### src/imhq_pkg.sv
package imhq_pkg;

    // Sizing
    localparam int CAPACITY    = 64;
    localparam int KEY_BITS    = 16;
    localparam int NUM_HANDLES = 64;
    localparam int HANDLE_W    = 6;
    localparam int KEY_W       = 16;
    localparam int KIND_W      = 2;
    localparam int STATUS_W    = 3;
    localparam int COUNT_W     = 7;
    localparam int SLOT_W      = $clog2(CAPACITY + 1);
    localparam int ADDR_W      = $clog2(CAPACITY);
    localparam int ENTRY_W     = HANDLE_W + KEY_BITS;
    localparam int S_DATA_W    = 24;
    localparam int M_DATA_W    = 32;

    // Item kinds
    typedef enum logic [KIND_W-1:0] {
        KIND_INSERT = 2'd0,
        KIND_REMOVE = 2'd1,
        KIND_POP    = 2'd2
    } kind_t;

    // Result status codes
    typedef enum logic [STATUS_W-1:0] {
        STAT_DONE   = 3'd0,
        STAT_EMPTY  = 3'd1,
        STAT_FULL   = 3'd2,
        STAT_DUP    = 3'd3,
        STAT_ABSENT = 3'd4
    } status_t;

    // One heap slot
    typedef struct packed {
        logic [HANDLE_W-1:0] h;
        logic [KEY_BITS-1:0] k;
    } entry_t;

    // Datapath operations, one per cycle
    typedef enum logic [3:0] {
        OP_NONE,
        OP_ACCEPT,
        OP_INS_START,
        OP_TAKE_START,
        OP_TAKE_LAST,
        OP_TAIL_RD,
        OP_TAKE_TAIL,
        OP_UP_RD,
        OP_UP_MOVE,
        OP_DN_RD_L,
        OP_DN_RD_R,
        OP_DN_MOVE_L,
        OP_DN_MOVE_R,
        OP_FIN,
        OP_RESULT
    } dp_op_t;

    typedef struct packed {
        dp_op_t  op;
        logic    set_st;
        status_t st;
    } dp_cmd_t;

    typedef struct packed {
        logic [KIND_W-1:0] kind;
        logic              present;
        logic              full;
        logic              empty;
        logic              x_is_last;
        logic              gone_lt_tail;
        logic              n_is_root;
        logic              up_stop;
        logic              dn_leaf;
        logic              has_right;
        logic              left_stop;
        logic              right_stop;
        logic              out_busy;
    } dp_sts_t;

    // Controller states
    typedef enum logic [3:0] {
        ST_IDLE,
        ST_LOOK,
        ST_TK1,
        ST_TK2,
        ST_UP_RD,
        ST_UP_CMP,
        ST_DN_RD,
        ST_DN_L,
        ST_DN_R,
        ST_FIN,
        ST_DONE
    } ctrl_state_t;

endpackage

### src/imhq_ram.sv
module imhq_ram #(
    parameter int WIDTH = 8,
    parameter int DEPTH = 64,
    localparam int AW = $clog2(DEPTH)
) (
    input  logic             clk,
    input  logic             we,
    input  logic [AW-1:0]    waddr,
    input  logic [WIDTH-1:0] wdata,
    input  logic             re,
    input  logic [AW-1:0]    raddr,
    output logic [WIDTH-1:0] rdata
);

    logic [WIDTH-1:0] mem [DEPTH];

    // Single write port, registered read port
    always_ff @(posedge clk)
    begin
        if (we)
        begin
            mem[waddr] <= wdata;
        end
        if (re)
        begin
            rdata <= mem[raddr];
        end
    end

endmodule

### src/imhq_ctrl.sv
module imhq_ctrl import imhq_pkg::*; (
    input  logic    clk,
    input  logic    rst_n,
    input  logic    s_tvalid,
    output logic    s_tready,
    input  dp_sts_t sts,
    output dp_cmd_t cmd
);

    ctrl_state_t state_reg;
    ctrl_state_t state_next;

    // State register
    always_ff @(posedge clk or negedge rst_n)
    begin
        if (!rst_n)
        begin
            state_reg <= ST_IDLE;
        end
        else
        begin
            state_reg <= state_next;
        end
    end

    // Next state and datapath commands
    always_comb
    begin
        state_next = state_reg;
        cmd.op     = OP_NONE;
        cmd.set_st = 1'b0;
        cmd.st     = STAT_DONE;
        s_tready   = 1'b0;
        unique case (state_reg)
            ST_IDLE:
            begin
                s_tready = 1'b1;
                if (s_tvalid)
                begin
                    cmd.op     = OP_ACCEPT;
                    state_next = ST_LOOK;
                end
            end
            ST_LOOK:
            begin
                unique case (sts.kind)
                    KIND_INSERT:
                    begin
                        if (sts.present)
                        begin
                            cmd.set_st = 1'b1;
                            cmd.st     = STAT_DUP;
                            state_next = ST_DONE;
                        end
                        else if (sts.full)
                        begin
                            cmd.set_st = 1'b1;
                            cmd.st     = STAT_FULL;
                            state_next = ST_DONE;
                        end
                        else
                        begin
                            cmd.op     = OP_INS_START;
                            state_next = ST_UP_RD;
                        end
                    end
                    KIND_REMOVE:
                    begin
                        if (!sts.present)
                        begin
                            cmd.set_st = 1'b1;
                            cmd.st     = STAT_ABSENT;
                            state_next = ST_DONE;
                        end
                        else
                        begin
                            cmd.op     = OP_TAKE_START;
                            state_next = ST_TK1;
                        end
                    end
                    KIND_POP:
                    begin
                        if (sts.empty)
                        begin
                            cmd.set_st = 1'b1;
                            cmd.st     = STAT_EMPTY;
                            state_next = ST_DONE;
                        end
                        else
                        begin
                            cmd.op     = OP_TAKE_START;
                            state_next = ST_TK1;
                        end
                    end
                    default:
                    begin
                        state_next = ST_DONE;
                    end
                endcase
            end
            ST_TK1:
            begin
                // hole at the tail: just shrink
                if (sts.x_is_last)
                begin
                    cmd.op     = OP_TAKE_LAST;
                    state_next = ST_DONE;
                end
                else
                begin
                    cmd.op     = OP_TAIL_RD;
                    state_next = ST_TK2;
                end
            end
            ST_TK2:
            begin
                cmd.op = OP_TAKE_TAIL;
                if (sts.gone_lt_tail)
                begin
                    state_next = ST_UP_RD;
                end
                else
                begin
                    state_next = ST_DN_RD;
                end
            end
            ST_UP_RD:
            begin
                if (sts.n_is_root)
                begin
                    state_next = ST_FIN;
                end
                else
                begin
                    cmd.op     = OP_UP_RD;
                    state_next = ST_UP_CMP;
                end
            end
            ST_UP_CMP:
            begin
                if (sts.up_stop)
                begin
                    state_next = ST_FIN;
                end
                else
                begin
                    cmd.op     = OP_UP_MOVE;
                    state_next = ST_UP_RD;
                end
            end
            ST_DN_RD:
            begin
                if (sts.dn_leaf)
                begin
                    state_next = ST_FIN;
                end
                else
                begin
                    cmd.op     = OP_DN_RD_L;
                    state_next = ST_DN_L;
                end
            end
            ST_DN_L:
            begin
                if (sts.has_right)
                begin
                    cmd.op     = OP_DN_RD_R;
                    state_next = ST_DN_R;
                end
                else if (sts.left_stop)
                begin
                    state_next = ST_FIN;
                end
                else
                begin
                    cmd.op     = OP_DN_MOVE_L;
                    state_next = ST_DN_RD;
                end
            end
            ST_DN_R:
            begin
                if (sts.right_stop)
                begin
                    state_next = ST_FIN;
                end
                else
                begin
                    cmd.op     = OP_DN_MOVE_R;
                    state_next = ST_DN_RD;
                end
            end
            ST_FIN:
            begin
                cmd.op     = OP_FIN;
                state_next = ST_DONE;
            end
            ST_DONE:
            begin
                // wait for the output register to free up
                if (!sts.out_busy)
                begin
                    cmd.op     = OP_RESULT;
                    state_next = ST_IDLE;
                end
            end
            default:
            begin
                state_next = ST_IDLE;
            end
        endcase
    end

endmodule

### src/imhq_dp.sv
module imhq_dp import imhq_pkg::*; (
    input  logic                clk,
    input  logic                rst_n,
    input  dp_cmd_t             cmd,
    output dp_sts_t             sts,
    input  logic [KIND_W-1:0]   in_kind,
    input  logic [HANDLE_W-1:0] in_handle,
    input  logic [KEY_W-1:0]    in_key,
    output logic                m_tvalid,
    input  logic                m_tready,
    output logic [M_DATA_W-1:0] m_tdata,  // out_handle, out_key, entry_count, zero pad
    output logic [STATUS_W-1:0] m_tuser   // status
);

    localparam logic [SLOT_W-1:0] SLOT_ONE = SLOT_W'(1);
    localparam logic [SLOT_W-1:0] SLOT_CAP = SLOT_W'(CAPACITY);

    // Control registers
    logic [SLOT_W-1:0]      size_reg, size_next;
    logic                   out_valid_reg, out_valid_next;
    logic [NUM_HANDLES-1:0] pos_valid_reg, pos_valid_next;

    // Payload registers
    logic [KIND_W-1:0]   kind_reg, kind_next;
    logic [HANDLE_W-1:0] hnd_reg, hnd_next;
    logic [KEY_BITS-1:0] key_reg, key_next;
    logic [SLOT_W-1:0]   x_reg, x_next;
    logic [SLOT_W-1:0]   n_reg, n_next;
    entry_t              mov_reg, mov_next;
    entry_t              left_reg, left_next;
    logic [KEY_BITS-1:0] gone_reg, gone_next;
    status_t             st_reg, st_next;
    logic [HANDLE_W-1:0] outh_reg, outh_next;
    logic [KEY_BITS-1:0] outk_reg, outk_next;
    logic [HANDLE_W-1:0] res_h_reg, res_h_next;
    logic [KEY_BITS-1:0] res_k_reg, res_k_next;
    logic [COUNT_W-1:0]  res_cnt_reg, res_cnt_next;
    status_t             res_st_reg, res_st_next;
    logic                pos_rvld_reg;

    // Memory ports
    logic                heap_we, heap_re;
    logic [ADDR_W-1:0]   heap_waddr, heap_raddr;
    entry_t              heap_wdata;
    logic [ENTRY_W-1:0]  heap_rdata;
    entry_t              heap_rd;
    logic                pos_we, pos_re;
    logic [HANDLE_W-1:0] pos_waddr, pos_raddr;
    logic [SLOT_W-1:0]   pos_wdata, pos_rdata, pos_rd;

    // Derived values
    logic [SLOT_W-1:0] n2, n2p1, x_sel;
    logic              left_lt_right;
    entry_t            cand_r;

    imhq_ram #(
        .WIDTH (ENTRY_W),
        .DEPTH (CAPACITY)
    ) u_heap_ram (
        .clk   (clk),
        .we    (heap_we),
        .waddr (heap_waddr),
        .wdata (heap_wdata),
        .re    (heap_re),
        .raddr (heap_raddr),
        .rdata (heap_rdata)
    );

    imhq_ram #(
        .WIDTH (SLOT_W),
        .DEPTH (NUM_HANDLES)
    ) u_pos_ram (
        .clk   (clk),
        .we    (pos_we),
        .waddr (pos_waddr),
        .wdata (pos_wdata),
        .re    (pos_re),
        .raddr (pos_raddr),
        .rdata (pos_rdata)
    );

    // Read data; a never-written position reads as absent
    assign heap_rd       = entry_t'(heap_rdata);
    assign pos_rd        = pos_rvld_reg ? pos_rdata : '0;
    assign n2            = {n_reg[SLOT_W-2:0], 1'b0};
    assign n2p1          = {n_reg[SLOT_W-2:0], 1'b1};
    assign left_lt_right = left_reg.k < heap_rd.k;
    assign cand_r        = left_lt_right ? heap_rd : left_reg;
    assign x_sel         = (kind_reg == KIND_POP) ? SLOT_ONE : pos_rd;

    // Status to the controller
    always_comb
    begin
        sts.kind         = kind_reg;
        sts.present      = pos_rd != '0;
        sts.full         = size_reg >= SLOT_CAP;
        sts.empty        = size_reg == '0;
        sts.x_is_last    = x_reg == size_reg;
        sts.gone_lt_tail = gone_reg < heap_rd.k;
        sts.n_is_root    = n_reg == SLOT_ONE;
        sts.up_stop      = heap_rd.k >= mov_reg.k;
        sts.dn_leaf      = n_reg > (size_reg >> 1);
        sts.has_right    = n2 < size_reg;
        sts.left_stop    = heap_rd.k < mov_reg.k;
        sts.right_stop   = cand_r.k < mov_reg.k;
        sts.out_busy     = out_valid_reg && !m_tready;
    end

    // Operation decode
    always_comb
    begin
        size_next      = size_reg;
        out_valid_next = out_valid_reg && !m_tready;
        pos_valid_next = pos_valid_reg;
        kind_next      = kind_reg;
        hnd_next       = hnd_reg;
        key_next       = key_reg;
        x_next         = x_reg;
        n_next         = n_reg;
        mov_next       = mov_reg;
        left_next      = left_reg;
        gone_next      = gone_reg;
        st_next        = st_reg;
        outh_next      = outh_reg;
        outk_next      = outk_reg;
        res_h_next     = res_h_reg;
        res_k_next     = res_k_reg;
        res_cnt_next   = res_cnt_reg;
        res_st_next    = res_st_reg;
        heap_we        = 1'b0;
        heap_waddr     = ADDR_W'(n_reg - SLOT_ONE);
        heap_wdata     = mov_reg;
        heap_re        = 1'b0;
        heap_raddr     = '0;
        pos_we         = 1'b0;
        pos_waddr      = mov_reg.h;
        pos_wdata      = n_reg;
        pos_re         = 1'b0;
        pos_raddr      = in_handle;

        if (cmd.set_st)
        begin
            st_next = cmd.st;
        end

        unique case (cmd.op)
            OP_NONE:
            begin
            end
            OP_ACCEPT:
            begin
                // look up the handle and the root at once
                kind_next = in_kind;
                hnd_next  = in_handle;
                key_next  = in_key[KEY_BITS-1:0];
                st_next   = STAT_DONE;
                outh_next = '0;
                outk_next = '0;
                pos_re    = 1'b1;
                heap_re   = 1'b1;
            end
            OP_INS_START:
            begin
                size_next  = size_reg + SLOT_ONE;
                n_next     = size_reg + SLOT_ONE;
                mov_next.h = hnd_reg;
                mov_next.k = key_reg;
            end
            OP_TAKE_START:
            begin
                x_next     = x_sel;
                pos_we     = 1'b1;
                pos_waddr  = (kind_reg == KIND_POP) ? heap_rd.h : hnd_reg;
                pos_wdata  = '0;
                heap_re    = 1'b1;
                heap_raddr = ADDR_W'(x_sel - SLOT_ONE);
                if (kind_reg == KIND_POP)
                begin
                    outh_next = heap_rd.h;
                    outk_next = heap_rd.k;
                end
            end
            OP_TAKE_LAST:
            begin
                size_next = size_reg - SLOT_ONE;
            end
            OP_TAIL_RD:
            begin
                gone_next  = heap_rd.k;
                heap_re    = 1'b1;
                heap_raddr = ADDR_W'(size_reg - SLOT_ONE);
            end
            OP_TAKE_TAIL:
            begin
                mov_next  = heap_rd;
                size_next = size_reg - SLOT_ONE;
                n_next    = x_reg;
            end
            OP_UP_RD:
            begin
                heap_re    = 1'b1;
                heap_raddr = ADDR_W'((n_reg >> 1) - SLOT_ONE);
            end
            OP_UP_MOVE:
            begin
                // parent moves down into the hole
                heap_we    = 1'b1;
                heap_wdata = heap_rd;
                pos_we     = 1'b1;
                pos_waddr  = heap_rd.h;
                n_next     = n_reg >> 1;
            end
            OP_DN_RD_L:
            begin
                heap_re    = 1'b1;
                heap_raddr = ADDR_W'(n2 - SLOT_ONE);
            end
            OP_DN_RD_R:
            begin
                left_next  = heap_rd;
                heap_re    = 1'b1;
                heap_raddr = ADDR_W'(n2p1 - SLOT_ONE);
            end
            OP_DN_MOVE_L:
            begin
                heap_we    = 1'b1;
                heap_wdata = heap_rd;
                pos_we     = 1'b1;
                pos_waddr  = heap_rd.h;
                n_next     = n2;
            end
            OP_DN_MOVE_R:
            begin
                // right child wins only when strictly larger
                heap_we    = 1'b1;
                heap_wdata = cand_r;
                pos_we     = 1'b1;
                pos_waddr  = cand_r.h;
                n_next     = left_lt_right ? n2p1 : n2;
            end
            OP_FIN:
            begin
                heap_we = 1'b1;
                pos_we  = 1'b1;
            end
            OP_RESULT:
            begin
                out_valid_next = 1'b1;
                res_h_next     = outh_reg;
                res_k_next     = outk_reg;
                res_cnt_next   = COUNT_W'(size_reg);
                res_st_next    = st_reg;
            end
            default:
            begin
            end
        endcase

        if (pos_we)
        begin
            pos_valid_next[pos_waddr] = 1'b1;
        end
    end

    // Control registers
    always_ff @(posedge clk or negedge rst_n)
    begin
        if (!rst_n)
        begin
            size_reg      <= '0;
            out_valid_reg <= 1'b0;
            pos_valid_reg <= '0;
        end
        else
        begin
            size_reg      <= size_next;
            out_valid_reg <= out_valid_next;
            pos_valid_reg <= pos_valid_next;
        end
    end

    // Payload registers
    always_ff @(posedge clk)
    begin
        kind_reg    <= kind_next;
        hnd_reg     <= hnd_next;
        key_reg     <= key_next;
        x_reg       <= x_next;
        n_reg       <= n_next;
        mov_reg     <= mov_next;
        left_reg    <= left_next;
        gone_reg    <= gone_next;
        st_reg      <= st_next;
        outh_reg    <= outh_next;
        outk_reg    <= outk_next;
        res_h_reg   <= res_h_next;
        res_k_reg   <= res_k_next;
        res_cnt_reg <= res_cnt_next;
        res_st_reg  <= res_st_next;
        if (pos_re)
        begin
            pos_rvld_reg <= pos_valid_reg[pos_raddr];
        end
    end

    // Result port
    assign m_tvalid = out_valid_reg;
    assign m_tdata  = M_DATA_W'({res_cnt_reg, KEY_W'(res_k_reg), res_h_reg});
    assign m_tuser  = res_st_reg;

endmodule

### src/indexed_max_heap_queue.sv
// Transactions are taken one at a time, acceptance to next acceptance: a rejected
// item goes straight to its result; an insert climbs by parent compares towards the
// root; a remove or pop of the tail slot just shrinks the heap, else the tail entry
// fills the hole and climbs by parent compares or sinks by child pairs (or a lone left
// child) towards a leaf; one heap slot is read per cycle; a held result stalls the block.
// Reset: asynchronous, active low; heap empties, handles read absent via valid bits.
module indexed_max_heap_queue import imhq_pkg::*; (
    input  logic                clk,
    input  logic                rst_n,
    input  logic                s_tvalid,
    output logic                s_tready,
    input  logic [S_DATA_W-1:0] s_tdata,   // handle, key, zero pad
    input  logic [KIND_W-1:0]   s_tuser,   // kind
    output logic                m_tvalid,
    input  logic                m_tready,
    output logic [M_DATA_W-1:0] m_tdata,   // out_handle, out_key, entry_count, zero pad
    output logic [STATUS_W-1:0] m_tuser    // status
);

    dp_cmd_t cmd;
    dp_sts_t sts;

    imhq_ctrl u_ctrl (
        .clk      (clk),
        .rst_n    (rst_n),
        .s_tvalid (s_tvalid),
        .s_tready (s_tready),
        .sts      (sts),
        .cmd      (cmd)
    );

    imhq_dp u_dp (
        .clk       (clk),
        .rst_n     (rst_n),
        .cmd       (cmd),
        .sts       (sts),
        .in_kind   (s_tuser),
        .in_handle (s_tdata[HANDLE_W-1:0]),
        .in_key    (s_tdata[HANDLE_W+KEY_W-1:HANDLE_W]),
        .m_tvalid  (m_tvalid),
        .m_tready  (m_tready),
        .m_tdata   (m_tdata),
        .m_tuser   (m_tuser)
    );

endmodule

### config.mk
export PLATFORM = sky130hd
export DESIGN_NAME = indexed_max_heap_queue
export DESIGN_NICKNAME = d
export VERILOG_FILES = /design/src/imhq_pkg.sv /design/src/imhq_ram.sv /design/src/imhq_ctrl.sv /design/src/imhq_dp.sv /design/src/indexed_max_heap_queue.sv
export SDC_FILE = /design/constraint.sdc
export NUM_CORES = 2
export LEC_CHECK = 0
export ABC_CLOCK_PERIOD_IN_PS = 8500
export BUFFER_PORTS_ARGS = -buffer_cell sky130_fd_sc_hd__buf_2
export CAP_MARGIN = 20
export CORE_MARGIN = 2
export CORE_UTILIZATION = 57
export CTS_BUF_LIST = sky130_fd_sc_hd__clkbuf_16
export DETAILED_ROUTE_END_ITERATION = 6
export GPL_TIMING_DRIVEN = 0
export PLACE_DENSITY = 0.76
export SETUP_SLACK_MARGIN = 0.05
export SYNTH_ARGS = -nofsm -noshare
export SYNTH_HDL_FRONTEND = slang
export SYNTH_HIERARCHICAL = 1
export SYNTH_SLANG_ARGS = --single-unit
export TNS_END_PERCENT = 5
### constraint.sdc
create_clock -name clk -period 8.5 [get_ports clk]
set_clock_uncertainty 0.15 [all_clocks]
set_input_delay 1.275 -clock clk [delete_from_list [all_inputs] [get_ports clk]]
set_output_delay 1.275 -clock clk [all_outputs]
set_load 0.1 [all_outputs]
==> flow_metrics.tcl <==
set metrics [dict create \
    r2r_setup_slack_ns 0.10 \
    synth-xor-area-share_pct 0.290 \
    core_um2 148000 \
    synth_simple_gate_area_share_pct 3.34 \
    layout_commonest_cell "edfxtp_1" \
    vias 46500 \
    num_io_pins 67 \
    gp_congestion 0.954 \
    ys_top_cells_by_area "edfxtp_1, mux4_2, dfrtp_1, mux2i_1, ha_1" \
    worstPathRequired_ns 8.93 \
    reg2reg_from "u_dp/u_heap_ram/rdata[5]" \
    hp-class "primary input to async pin" \
    async_reset_ff_share_pct 3.59 \
    drtIter0Drc 7298 \
    cp-start-kind "register" \
    wl_mm 226 \
    clkTransAtPathRegs_ns 0.06 \
    worst-path-max-fanout 10 \
    dr.pass1.iters 6 \
    critical_path_class "register to register" \
    synthCells 4230 \
    seq_area_frac_synth_pct 74.6 \
    synth_compound_area_share_pct 4.32 \
    r2r_end "u_dp/u_heap_ram/rdata[19]" \
    die_w_um 389 \
    row_count 141 \
    worst_pin_slew_ns 1.18 \
    synth.largest_area_cell "edfxtp_1" \
    hold_viol 0 \
    tritoncts "done" \
    layout-area-overhead-vs-synth_pct 16.6 \
    synth_edf_count 2038 \
    nets 4714 \
    grt_pass1_vias 45500 \
    drc_errors 0 \
    outcome "completed" \
    portBuffers 61 \
    synthAdderAreaFrac_pct 1.15 \
    synthMuxAreaShare_pct 14.6 \
    dp_hpwl_mm 141 \
    antenna_left 0 \
    wl_per_cell_um 33.7 \
    final.min_clock_period_ns 8.40 \
    yosysWarnings 6 \
    maxCapViolations 0 \
    overflow 0 \
    post-place-ws_ns -3.13 \
    yosys_most_used_dff "edfxtp_1" \
    die_h_um 389 \
    finalCritPeriodShare_pct 98.8 \
    startpoint "u_dp/u_heap_ram/rdata[5]" \
    layout_common_cells "edfxtp_1, mux4_2, clkbuf_16" \
    largest_reg_flops 1408 \
    reg2reg_depth 40 \
    end_kind "register" \
    grt_pass1_wl_mm 322 \
    synth_area_um2 84600 \
    antenna_found_initial 4 \
    cts.sinks 2117 \
    grt_max_degree 72 \
    slowest_delay_ns 0.48 \
    cp_slowest_cell "edfxtp_1" \
    ys_seq_elements 2117 \
    clockRootBuffer "clkbuf_16" \
    crit_end "u_dp/u_heap_ram/rdata[19]" \
    numCtsBuffers 203 \
    setup_violations 0 \
    synth_top_area_share_pct 72.3 \
    dieArea_um2 152000 \
    start_util_pct 57.3 \
    timing.slew.headroom_pct 21.2 \
    worst_skew_pair.late_latency_ns 0.87 \
    drv_slew 0 \
    drive_above_1_share_pct 31.3 \
    ys_types 77 \
    nFillCells 8755 \
    synth_top_family_by_area "multiplexers" \
    clk_path_buf_depth 3 \
    avgSynthCellArea_um2 20.0 \
    grt_usage_pct 29.9 \
    fmax_mhz 119 \
    fin_ws_ns 0.103 \
    htree_num_levels 4 \
    routed_via_density 6.94 \
    critPathArrivalTime_ns 8.83 \
]
-- cell type report --
class	count	area, µm²	area share (%)
Sequential cell	2117	63200	64.0
Multi-Input combinational cell	1814	22100	22.4
Clock buffer	203	5080	5.15
Tap cell	1930	2410	2.45
Timing Repair Buffer	177	2120	2.15
Buffer	219	1840	1.87
Clock inverter	168	1650	1.67
Inverter	74	282	0.285
Antenna cell	1	2.50	0.00254
-- stage by stage --
stage               std cells  area (µm²)  hold slack, ns  setup TNS (ns)  util (%)
floorplan                4232       84700           0.250               0         -
global placement         6223       87400           0.251        -3587.80      59.2
detailed placement       6293       89200           0.255         -920.59      60.4
CTS                      6674       97800          0.0396          -0.377      66.2
global route             6702       98700          0.0538          -0.114      66.8
finish                   6703       98700          0.0750               0      66.8
-- cells in the mapped netlist, drive strengths merged (12+ instances only) --
master and n:
mux2 36, a21o 54, nor3 40, a222oi 12, ha 78, and2 14, mux4 485, xnor2 20
o21ai 82, a211oi 20, nand3b 15, mux2i 101, nor4 21, a21oi 79, clkbuf 105, nand3 56
dfrtp 76, nand2 106, a22o 26, o221ai 25, o22ai 27, inv 74, nor2 203, nand4 18
edfxtp 2038, a22oi 72, nand2b 23, o21bai 36, a221oi 25, nor2b 31, buf 122
-- worst max-delay path, delay by kind of cell, from the launching register on --
kind	cells	cell delay [ns]
buffers and inverters	11	1.73
adder cells (fa/ha/maj)	3	0.81
AND/OR/NAND/NOR	6	0.94
flip-flops	1	0.48
multiplexers	2	0.64
AO/OA/AOI/OAI	17	3.18
XOR/XNOR	1	0.15
-- cell families (layout without fill, tap and decap cells) --
| logic type | count (synthesis) | count (layout) |
|---|---|---|
| AO/OA/AOI/OAI | 510 | 510 |
| XOR/XNOR | 28 | 28 |
| adder cells (fa/ha/maj) | 78 | 78 |
| buffers and inverters | 301 | 841 |
| flip-flops | 2117 | 2117 |
| multiplexers | 622 | 622 |
| other | 1 | 4 |
| AND/OR/NAND/NOR | 573 | 573 |
-- repair_timing --
item | CTS | global route
resized for setup | 450 | 160
hold buffers | 0 | 0
endpoints found under the setup margin | 1917 | 1390
cloned | 0 | 1
pin swaps | 13 | 30
setup buffers | 15 | 27
-- metal layers --
metal	global-route usage (%)	wire, µm
met3	7.27	27000
met2	46.0	106000
met5	0	28
met1	40.9	80500
met4	13.6	12100
-- worst min-delay path by stage --
stage                          endpoint  slack, ns  cells past startpoint         startpoint
floorplan             u_dp/res_h_reg[0]       0.25                      0   u_dp/outh_reg[0]
global placement      u_dp/res_k_reg[7]       0.25                      0   u_dp/outk_reg[7]
detailed placement   u_dp/res_k_reg[14]       0.26                      0  u_dp/outk_reg[14]
CTS                       u_dp/m_tvalid       0.04                      1              rst_n
finish              u_ctrl/state_reg[2]       0.08                      1              rst_n
global route              u_dp/m_tvalid       0.05                      1              rst_n
Power is not shown: default switching activity piles up to over one toggle a cycle in this logic, so the estimate is an artifact.
